--- config.mk ---
export PLATFORM = sky130hd
export DESIGN_NAME = gray_code_phase_unwrap
export DESIGN_NICKNAME = d
export VERILOG_FILES = /design/src/rtl/gcpu_pkg.sv /design/src/rtl/gray_code_phase_unwrap.sv /design/src/rtl/gcpu_minmax.sv /design/src/rtl/gcpu_decode.sv /design/src/rtl/gcpu_unwrap.sv
export VERILOG_INCLUDE_DIRS = /design/src /design/src/rtl
export SDC_FILE = /design/constraint.sdc
export NUM_CORES = 1
export LEC_CHECK = 0
export ABC_AREA = 1
export BUFFER_PORTS_ARGS = -buffer_cell sky130_fd_sc_hd__buf_2
export CAP_MARGIN = 15
export CELL_PAD_IN_SITES_DETAIL_PLACEMENT = 2
export CELL_PAD_IN_SITES_GLOBAL_PLACEMENT = 2
export CORE_MARGIN = 4
export CORE_UTILIZATION = 39
export DETAILED_ROUTE_END_ITERATION = 6
export PLACE_DENSITY = 0.95
export SYNTH_ARGS = -nofsm -noshare
export SYNTH_HDL_FRONTEND = slang
export SYNTH_SLANG_ARGS = --single-unit
--- constraint.sdc ---
create_clock -name clk -period 37.8 [get_ports clk]
set_input_delay 1.89 -clock clk [delete_from_list [all_inputs] [get_ports clk]]
set_output_delay 1.89 -clock clk [all_outputs]
set_load 0.1 [all_outputs]
--- src/rtl/gray_code_phase_unwrap_macros.svh ---
// assertion macros shared by the rtl
// all of them sample on clk and are held off while rst is high
`ifndef GRAY_CODE_PHASE_UNWRAP_MACROS_SVH
`define GRAY_CODE_PHASE_UNWRAP_MACROS_SVH

// same-cycle implication
`define GCPU_ASSERT_NOW(label, ante, cons) \
  label: assert property (@(posedge clk) disable iff (rst) (ante) |-> (cons)) \
    else $error("gcpu same-cycle check failed");

// next-cycle implication
`define GCPU_ASSERT_NEXT(label, ante, cons) \
  label: assert property (@(posedge clk) disable iff (rst) (ante) |=> (cons)) \
    else $error("gcpu next-cycle check failed");

`endif

--- src/rtl/gcpu_pkg.sv ---
`default_nettype none

package gcpu_pkg;

  localparam int GRAY_BITS       = 8;
  localparam int PHASE_FRAC_BITS = 16;
  localparam int SAMPLE_BITS     = 8;
  localparam int THRESH_BITS     = 8;
  localparam int NUM_SAMPLES     = GRAY_BITS + 3;
  localparam int CODE2_BITS      = GRAY_BITS + 1;
  localparam int ORDER_BITS      = GRAY_BITS + 2;
  localparam int ABS_BITS        = ORDER_BITS + PHASE_FRAC_BITS;
  localparam int SPAN_BITS       = SAMPLE_BITS + THRESH_BITS;

  // sample slots inside one pixel
  localparam int COMP_IDX  = GRAY_BITS;
  localparam int BLACK_IDX = GRAY_BITS + 1;
  localparam int WHITE_IDX = GRAY_BITS + 2;

  localparam int IN_BITS  = NUM_SAMPLES * SAMPLE_BITS + PHASE_FRAC_BITS;
  localparam int IN_BYTES_BITS  = ((IN_BITS + 7) / 8) * 8;
  localparam int OUT_BITS = ABS_BITS + ORDER_BITS;
  localparam int OUT_BYTES_BITS = ((OUT_BITS + 7) / 8) * 8;

  localparam logic [THRESH_BITS-1:0] THRESH_RESET = THRESH_BITS'(128);

  typedef logic [SAMPLE_BITS-1:0]        sample_t;
  typedef sample_t [NUM_SAMPLES-1:0]     sample_arr_t;
  typedef logic [PHASE_FRAC_BITS-1:0]    phase_t;
  typedef logic [THRESH_BITS-1:0]        thresh_t;
  typedef logic signed [ORDER_BITS-1:0]  order_t;
  typedef logic signed [ABS_BITS-1:0]    abs_t;

  typedef struct packed {
    sample_t mn;
    sample_t mx;
  } range_t;

  typedef struct packed {
    logic [GRAY_BITS-1:0]  k1;
    logic [CODE2_BITS-1:0] k2;
  } orders_t;

  function automatic sample_t min2(input sample_t a, input sample_t b);
    return (a < b) ? a : b;
  endfunction

  function automatic sample_t max2(input sample_t a, input sample_t b);
    return (a > b) ? a : b;
  endfunction

endpackage

`default_nettype wire

--- src/rtl/gray_code_phase_unwrap.sv ---
`default_nettype none

// channel  | dir | payload                                        | handshake
// ---------+-----+------------------------------------------------+--------------------
// s_axis   | in  | tdata[103:0]: 11 samples, wrapped phase        | tvalid / tready
// m_axis   | out | tdata[39:0]: absolute phase, fringe order      | tvalid / tready
// cfg      | in  | cfg_wdata[7:0]: binarize threshold             | cfg_we, no wait
//
// one pixel per cycle sustained while m_axis is not stalled; two register
// stages: the input register, then the result register once that stage moves
// rst is synchronous, active high: clears both valid flags, threshold to 128
// the input register doubles as a skid stage, so a pixel is still taken while a
// finished result waits on m_axis_tready; s_axis_tready drops only when both
// stages are full and the result is stalled
module gray_code_phase_unwrap (
  input  wire                                     clk,
  input  wire                                     rst,
  // cfg
  input  wire                                     cfg_we,
  input  wire  [gcpu_pkg::THRESH_BITS-1:0]        cfg_wdata,
  // pixel in
  input  wire                                     s_axis_tvalid,
  output logic                                    s_axis_tready,
  // gray_sample_0..7, complement_sample, black_sample, white_sample (8b each),
  // wrapped_phase (16b) from bit 88
  input  wire  [gcpu_pkg::IN_BYTES_BITS-1:0]      s_axis_tdata,
  // result out
  output logic                                    m_axis_tvalid,
  input  wire                                     m_axis_tready,
  // absolute_phase [25:0], fringe_order [35:26], zero fill [39:36]
  output logic [gcpu_pkg::OUT_BYTES_BITS-1:0]     m_axis_tdata
);

  localparam int SB = gcpu_pkg::SAMPLE_BITS;
  localparam int NS = gcpu_pkg::NUM_SAMPLES;
  localparam int PF = gcpu_pkg::PHASE_FRAC_BITS;
  localparam int AB = gcpu_pkg::ABS_BITS;
  localparam int OB = gcpu_pkg::ORDER_BITS;

  // threshold register
  gcpu_pkg::thresh_t threshold;

  always_ff @(posedge clk) begin
    if (rst) begin
      threshold <= gcpu_pkg::THRESH_RESET;
    end else if (cfg_we) begin
      threshold <= cfg_wdata;
    end
  end

  // input register
  logic                  in_valid;
  gcpu_pkg::sample_arr_t in_samples;
  gcpu_pkg::phase_t      in_phase;
  logic                  advance;
  logic                  in_xfer;

  // result stage moves when empty or being drained
  assign advance       = !m_axis_tvalid || m_axis_tready;
  assign s_axis_tready = !in_valid || advance;
  assign in_xfer       = s_axis_tvalid && s_axis_tready;

  always_ff @(posedge clk) begin
    if (rst) begin
      in_valid <= 1'b0;
    end else if (in_xfer) begin
      in_valid <= 1'b1;
    end else if (advance) begin
      in_valid <= 1'b0;
    end
  end

  always_ff @(posedge clk) begin
    if (in_xfer) begin
      for (int i = 0; i < NS; i++) begin
        in_samples[i] <= s_axis_tdata[i*SB +: SB];
      end
      in_phase <= s_axis_tdata[NS*SB +: PF];
    end
  end

  // single-pass datapath
  gcpu_pkg::range_t  range;
  gcpu_pkg::orders_t orders;
  gcpu_pkg::abs_t    abs_next;
  gcpu_pkg::order_t  order_next;

  gcpu_minmax u_minmax (
    .samples (in_samples),
    .range   (range)
  );

  gcpu_decode u_decode (
    .samples   (in_samples),
    .range     (range),
    .threshold (threshold),
    .orders    (orders)
  );

  gcpu_unwrap u_unwrap (
    .orders         (orders),
    .phase          (in_phase),
    .absolute_phase (abs_next),
    .fringe_order   (order_next)
  );

  // result register
  gcpu_pkg::abs_t   out_abs;
  gcpu_pkg::order_t out_order;

  always_ff @(posedge clk) begin
    if (rst) begin
      m_axis_tvalid <= 1'b0;
    end else if (advance) begin
      m_axis_tvalid <= in_valid;
    end
  end

  always_ff @(posedge clk) begin
    if (advance && in_valid) begin
      out_abs   <= abs_next;
      out_order <= order_next;
    end
  end

  assign m_axis_tdata = gcpu_pkg::OUT_BYTES_BITS'({out_order, out_abs});

  // checks
  `include "gray_code_phase_unwrap_macros.svh"

  // whole turns only come from an invalid pixel, which carries order zero
  `GCPU_ASSERT_NOW(a_zero_phase_zero_order, m_axis_tvalid && (m_axis_tdata[PF-1:0] == '0), m_axis_tdata[AB +: OB] == '0)
  // the only negative order is minus one
  `GCPU_ASSERT_NOW(a_neg_order_is_minus_one, m_axis_tvalid && m_axis_tdata[AB+OB-1], m_axis_tdata[AB +: OB] == '1)
  // both stages full and stalled must push back on the input
  `GCPU_ASSERT_NOW(a_full_backpressure, in_valid && m_axis_tvalid && !m_axis_tready, !s_axis_tready)
  // a held pixel that moves forward shows up as a result
  `GCPU_ASSERT_NEXT(a_pixel_reaches_output, in_valid && advance, m_axis_tvalid)

endmodule

`default_nettype wire

--- src/rtl/gcpu_minmax.sv ---
`default_nettype none

// min and max over all samples of a pixel, balanced compare tree
module gcpu_minmax (
  input  wire gcpu_pkg::sample_arr_t samples,
  output gcpu_pkg::range_t           range
);

  localparam int N = gcpu_pkg::NUM_SAMPLES;

  gcpu_pkg::sample_t mn_node [2*N-1];
  gcpu_pkg::sample_t mx_node [2*N-1];

  // heap layout: leaves at N-1 .. 2N-2, root at 0
  always_comb begin
    for (int i = 0; i < N; i++) begin
      mn_node[N-1+i] = samples[i];
      mx_node[N-1+i] = samples[i];
    end
    for (int i = N - 2; i >= 0; i--) begin
      mn_node[i] = gcpu_pkg::min2(mn_node[2*i+1], mn_node[2*i+2]);
      mx_node[i] = gcpu_pkg::max2(mx_node[2*i+1], mx_node[2*i+2]);
    end
    range.mn = mn_node[0];
    range.mx = mx_node[0];
  end

endmodule

`default_nettype wire

--- src/rtl/gcpu_decode.sv ---
`default_nettype none

// binarize the code samples and turn both gray codes into fringe orders
module gcpu_decode (
  input  wire gcpu_pkg::sample_arr_t samples,
  input  wire gcpu_pkg::range_t      range,
  input  wire gcpu_pkg::thresh_t     threshold,
  output gcpu_pkg::orders_t          orders
);

  localparam int GB = gcpu_pkg::GRAY_BITS;
  localparam int CB = gcpu_pkg::CODE2_BITS;
  localparam int TB = gcpu_pkg::THRESH_BITS;
  localparam int PB = gcpu_pkg::SPAN_BITS;

  logic [PB-1:0] span;
  logic [CB-1:0] bits;
  logic [GB-1:0] code1;
  logic [CB-1:0] code2;
  logic [GB-1:0] bin1;
  logic [CB-1:0] bin2;
  logic [CB:0]   bin2_inc;
  gcpu_pkg::sample_t diff;

  always_comb begin
    span = PB'(threshold) * PB'(range.mx - range.mn);
    // first sample is the msb of the code
    for (int k = 0; k < CB; k++) begin
      diff = samples[k] - range.mn;
      bits[CB-1-k] = ({diff, TB'(0)} > span);
    end
    code1 = bits[CB-1:1];
    code2 = bits;
    for (int i = 0; i < GB; i++) begin
      bin1[i] = ^(code1 >> i);
    end
    for (int i = 0; i < CB; i++) begin
      bin2[i] = ^(code2 >> i);
    end
    bin2_inc  = {1'b0, bin2} + (CB+1)'(1);
    orders.k1 = bin1;
    orders.k2 = bin2_inc[CB:1];
  end

endmodule

`default_nettype wire

--- src/rtl/gcpu_unwrap.sv ---
`default_nettype none

// pick the order by phase quadrant and build the absolute phase
module gcpu_unwrap (
  input  wire gcpu_pkg::orders_t orders,
  input  wire gcpu_pkg::phase_t  phase,
  output gcpu_pkg::abs_t         absolute_phase,
  output gcpu_pkg::order_t       fringe_order
);

  localparam int PF = gcpu_pkg::PHASE_FRAC_BITS;
  localparam int OB = gcpu_pkg::ORDER_BITS;
  localparam gcpu_pkg::phase_t QUARTER       = gcpu_pkg::phase_t'(1) << (PF - 2);
  localparam gcpu_pkg::phase_t THREE_QUARTER = gcpu_pkg::phase_t'(3) << (PF - 2);

  gcpu_pkg::order_t order;

  always_comb begin
    priority if (phase == '0) begin
      order = '0;
    end else if (phase <= QUARTER) begin
      order = gcpu_pkg::order_t'(orders.k2);
    end else if (phase >= THREE_QUARTER) begin
      order = gcpu_pkg::order_t'(orders.k2) - OB'(1);
    end else begin
      order = gcpu_pkg::order_t'(orders.k1);
    end
    // phase is below one turn, so order * turn + phase is a plain concatenation
    fringe_order   = order;
    absolute_phase = {order, phase};
  end

endmodule

`default_nettype wire

# == Yosys cells after proc, flatten, opt, wreduce, memory -nomap -nowiden ==
# Cells that the tools add are included.
# Widths: inputs -> output; s select.
# totals
input_bits,117
ff_bits,150
wordCells,111
# op_classes
n_mux,25
reduce_logical,25
addsub,12
magnitude_cmp,31
mul,1
# op_table
operator,n
$mux 8,20
$gt 16x16->1,9
$reduce_xor 9->1,9
$gt 8x8->1,10
$lt 8x8->1,10
$sub 8x8->8,9
$reduce_xor 8->1,8
$mux 10,3
$ge 16x16->1 const B,1
$le 16x15->1 const B,1
$logic_not 16->1,1
$mul 8x16->16,1
$add 9x1->10 const B,1
$sub 9x1->10 const B,1
$sub 8x8->9,1
$logic_and 1x1->1,2
$logic_not 1->1,2
$logic_or 1x1->1,2
$mux 1,2
$reduce_bool 2->1,1

# == Longest topological paths before layout ==
# depth
word_depth,17
depth_mapped,101
ltp_nobuf,97

# == Cells and area by module ==
# A second synthesis with hierarchy kept.
# unflattened
cells_unflattened,2317
area_unflattened_um2,17639.4
# by_module_without_submodules
module,area_per_inst_um2,seq_area_each_um2,instances,cells_per_inst
gcpu_decode,7712.4,0.0,1,1160
gcpu_minmax,4590.7,0.0,1,821
gray_code_phase_unwrap,4588.2,4404.2,1,191
gcpu_unwrap,748.2,0.0,1,145

# == Least setup slack after synthesis ==
# Ideal clock, no wire load.
# synth_timing
path_kind,register to register
from,register in_samples[45] in the netlist's numbering
to,register out_abs[22] (data pin)
synth_period_minus_slack_ns,14.565
path_buffers,3
t_arrival_ns,14.308
setup_slack_ns,23.235
t_required_ns,37.543
stages_incl_launch_ff,85
path_cell_list,edfxtp_1 -> ha_1 -> a21oi_1 -> nor2_1 -> nor2_1 -> nand2_1 -> clkbuf_1 -> o21ai_0 -> ha_1 -> a21oi_1 -> nor2_1 -> a211oi_1 -> nand2_1 -> inv_1 -> clkbuf_1 -> o21ai_0 -> ha_1 -> a21oi_1 -> (+49 left out) -> nand3_1 -> nand2_1 -> nand2_1 -> nand2_2 -> nand3_1 -> nand2_2 -> inv_1 -> ha_1 -> nand3b_1 -> nand2_1 -> inv_1 -> ha_1 -> nand3_2 -> nor2_2 -> a21oi_1 -> nand2_1 -> nand2_1 -> a21oi_1
# synth_between
elab_chain_len,17
word_cells_on_any_way,50
classes_between,add/sub (12); mul (1); order compare (17); mux (11); reduce/logical (9)
# synth_rtl
item,line_no,rtl
start: declaration,gray_code_phase_unwrap.sv:53,gcpu_pkg::sample_arr_t in_samples;
start signal: indexed assignment,gray_code_phase_unwrap.sv:76,in_samples[i] <= s_axis_tdata[i*SB +: SB];
$gt 8x8->1 or $lt 8x8->1 (tied branches),"gcpu_pkg.sv:49, gcpu_pkg.sv:45",
"$mux 8, on equally long branches","gcpu_pkg.sv:49, gcpu_pkg.sv:45",
$gt 8x8->1 or $lt 8x8->1 (tied branches),"gcpu_pkg.sv:49, gcpu_pkg.sv:45",
"$mux 8, on equally long branches","gcpu_pkg.sv:49, gcpu_pkg.sv:45",
$gt 8x8->1 or $lt 8x8->1 (tied branches),"gcpu_pkg.sv:49, gcpu_pkg.sv:45",
"$mux 8, on equally long branches","gcpu_pkg.sv:49, gcpu_pkg.sv:45",
$gt 8x8->1 or $lt 8x8->1 (tied branches),"gcpu_pkg.sv:49, gcpu_pkg.sv:45",
"$mux 8, on equally long branches","gcpu_pkg.sv:49, gcpu_pkg.sv:45",
$sub 8x8->9,gcpu_decode.sv:26,span = PB'(threshold) * PB'(range.mx - range.mn);
$mul 8x16->16,gcpu_decode.sv:26,
$gt 16x16->1,gcpu_decode.sv:30,"bits[CB-1-k] = ({diff, TB'(0)} > span);"
$reduce_xor 9->1,gcpu_decode.sv:38,bin2[i] = ^(code2 >> i);
$add 9x1->10,gcpu_decode.sv:40,"bin2_inc = {1'b0, bin2} + (CB+1)'(1);"
$sub 9x1->10,gcpu_unwrap.sv:24,order = gcpu_pkg::order_t'(orders.k2) - OB'(1);
$mux 10,gcpu_unwrap.sv:23,end else if (phase >= THREE_QUARTER) begin
$mux 10 *,gcpu_unwrap.sv:21,end else if (phase <= QUARTER) begin
$mux 10 *,gcpu_unwrap.sv:19,priority if (phase == '0) begin
end signal: assignment,gray_code_phase_unwrap.sv:121,out_abs <= abs_next;
end: declaration,gray_code_phase_unwrap.sv:108,gcpu_pkg::abs_t out_abs;
# Mark *: on every way between the ends. The rest lies on a longest branch, timed or not.
# A chain may end at the register's enable or synchronous reset.

# == Final worst setup path ==
# layout_timing
from,register in_samples[49] in the netlist's numbering
to,register out_abs[23] (data pin)
# The elaborated chain is that of the path after synthesis.

==> summary.md <==
| Metric | Value |
|---|---|
| Status | finished clean |
| I/O Pins | 159 |
| Crit-path max FO | 16 |
| Antenna violations before repair | 1 |
| Total negative slack | 0 ns |
| DRT Pass-1 Iters | 6 |
| Worst r2r path cells | 84 |
| Area Overhead vs Synth | 12.0% |
| NumNets Final | 2818 |
| RePlAce Congestion | 0.920 |
| Seq cells post-synth | 140 |
| ANT cells | 0 |
| Netlist cell types | 48 |
| Share of the synthesized area in the top cell type | 22.9% |
| DRC errors left | 0 |
| Die Wd | 217 um |
| Main synth FF type | edfxtp_1 |
| CP required | 38.05 ns |
| Avg Cell Area, Syn | 7.71 sq um |
| Post-route clock period utilization | 52.0% |
| Cell count of the worst hold path | 0 |
| Most used cell, CP | nand2_1 |
| Pins Over Slew Limit | 0 |
| Layout cells sized above 1 | 11.1% |
| Top post-synthesis cells by area | edfxtp_1 (23%), ha_1 (20%), nand2_1 (11%) |
| CTS Sinks | 140 |
| Ys async rst share | 0% |
| Overflow after GRT | 0 |
| Worst Clk Skew | 0.0145 ns |
| Final min period | 19.65 ns |
| Die area | 0.0470 sq mm |
| Detailed Route WL | 77.5 mm |
| Crit path buf inv count | 11 |
| WP data arrival | 19.90 ns |
| Worst slew margin | 27.9% |
| # H-tree levels | 4 |
| Clock-pin slew of the registers on the worst-case setup and hold paths | 0.07 ns |
| Setup violators final | 0 |
| CP max-delay cell | a21oi_1 |
| CTS Hold Bufs | 0 |
| Vias | 17200 |
| Hpwl dp | 59.7 mm |
| Cts bufs inserted | 17 |
| Delay-heaviest family, CP | compound AO/OA/AOI/OAI gates |
| Die span in y | 217 um |
| Clock buffer depth | 2 |
| Largest net degree at the start of global routing | 70 |
| Largest area contributor in the netlist | edfxtp_1 |
| Worst Setup Start Kind | register |
| Slew @ Worst Pin | 1.07 ns |
| Final hold vios | 0 |
| Number of port buffers | 154 |
| Worst-Skew Late Latency | 0.51 ns |
| Fill count | 5024 |
| Min-delay src | in_phase[10]$_DFFE_PP_ |
| Fmax | 50.9 MHz |
| Max cap viols | 0 |
| FF-to-FF Start | in_samples[49]$_DFFE_PP_ |
| Crit path kind | reg -> reg |
| Yosys warnings | 0 |
| Core Area | 0.0431 sq mm |
| Clock root buffer | clkbuf_16 |
| TritonCTS clock tree | built |
| Critical path startpoint | in_samples[49]$_DFFE_PP_ |
| Tightest Hold Check Type | reg -> reg |
| Cts repair resizes | 0 |
| WL/cell | 26.2 um |
| Total GRT Usage | 32.5% |
| Post-CTS setup buffer count | 0 |
| Nature of the critical path endpoint | register |
| Antenna Violating Nets Remaining | 0 |
| Mapped Area | 0.0170 sq mm |
| Number of flops mapped to enable cells by yosys | 130 |
| Seq/Total Area, Yosys | 24.1% |
| Post-synthesis cell count | 2206 |
| Initial DRC Count | 1209 |
| Initial Utilization | 39.5% |
| Slowest stage delay, CP | 0.85 ns |
| Vias in the first global route | 20100 |
| First-pass GRT wire length | 117 mm |
| Unrepaired setup endpoints after global routing | no |
| CP Depth | 84 |
| Row Count | 76 |
| Vias per inst | 5.83 |
==> sequential cells by signal, summed over array words and instances, names as in the netlist <==
name	count
in_valid	1
in_phase	16
threshold	8
in_samples	88
m_axis_tvalid	1
out_abs	26
==> layout by cell type (no fill, tap or decap), types with 5 or more instances in the layout <==
cell and n:
ha_1 277, fa_1 67, a21o_1 33, buf_4 13, nand2_1 515, nand3_2 9
xor2_1 27, nor2_1 124, dfxtp_1 10, buf_2 154, o21ai_0 170, inv_6 5
edfxtp_1 130, inv_1 367, inv_2 7, nor2_2 8, nand3b_1 5, o21ai_1 19
clkbuf_16 17, nand4_1 38, a21oi_1 117, a211oi_1 16, xnor2_1 38, a221oi_1 6
nand3_1 86, nand2_2 17, nor3_1 8, o21bai_1 14, a31oi_1 12
==> area by class of cell <==
class	instances	area, sq um	area share (%)
multi-input combinational	1653	11300	59.4
sequential	140	4100	21.5
inverter	378	1420	7.46
timing repair buffer	167	868	4.55
tap	585	732	3.84
clock buffer	17	425	2.23
clock inverter	15	186	0.978
==> synth_stat cells (2+ instances only) <==
cell and count:
clkinv_1 3, edfxtp_1 130, inv_1 368, o31ai_1 3, xnor2_1 40, o21ai_1 13, nand2_4 4, o21bai_1 14
nand4_1 38, nor2_4 4, ha_1 277, nand3_2 9, nor4_1 4, nand2_1 515, a21o_1 33, o21ai_0 176
o2111ai_1 2, xor2_1 28, fa_1 67, nor2_1 124, o211ai_1 4, a221oi_1 6, nor3_1 8, a31oi_1 12
a211oi_1 16, clkbuf_1 23, nand3b_1 5, nand2_2 17, nand3_1 86, inv_2 7, o21bai_2 2, a21oi_1 118
and3_1 2, nor2_2 8, buf_4 14, o21a_1 3, dfxtp_1 10, nand4_2 3
==> routing by layer <==
layer / wire [um] / vias up / GRT usage [%]
met5: 0 / - / 0
met4: 4930 / 0 / 19.9
met3: 3860 / 307 / 7.01
met2: 39900 / 624 / 59.9
met1: 28700 / 8684 / 33.8
li1: - / 7625 / -
==> metrics by stage <==
step                worst slack (ns)  cells  utilization, %  hold slack [ns]  cell area, sq um
finish                         18.15   2955            44.3            0.473             19100
global route                   16.94   2955            44.3            0.474             19100
global placement               20.98   2922            42.8            0.425             18400
floorplan                      23.23   2209               -            0.418             17000
CTS                            18.67   2954            44.2            0.470             19100
detailed placement             19.20   2922            42.8            0.464             18400
==> path summary, 6_finish.rpt <==
path | endpoint | slack [ns]
hold reg to reg | out_abs[10]$_DFFE_PP_ | 0.47
hold / removal | out_abs[10]$_DFFE_PP_ | 0.47
setup / recovery | out_abs[23]$_SDFFCE_PP0P_ | 18.15
setup reg to reg | out_abs[23]$_SDFFCE_PP0P_ | 18.15
==> cells by family after synthesis <==
group | Yosys count | share of synthesized area (%)
compound gates | 406 | 13.4
xor+xnor | 68 | 3.50
fa+ha+maj | 344 | 28.2
buf+inv | 416 | 9.53
flops | 140 | 24.1
other cells | 1 | 0.0220
simple gates | 831 | 21.2
Power is not shown: default switching activity piles up to over one toggle a cycle in this logic, so the estimate is an artifact.
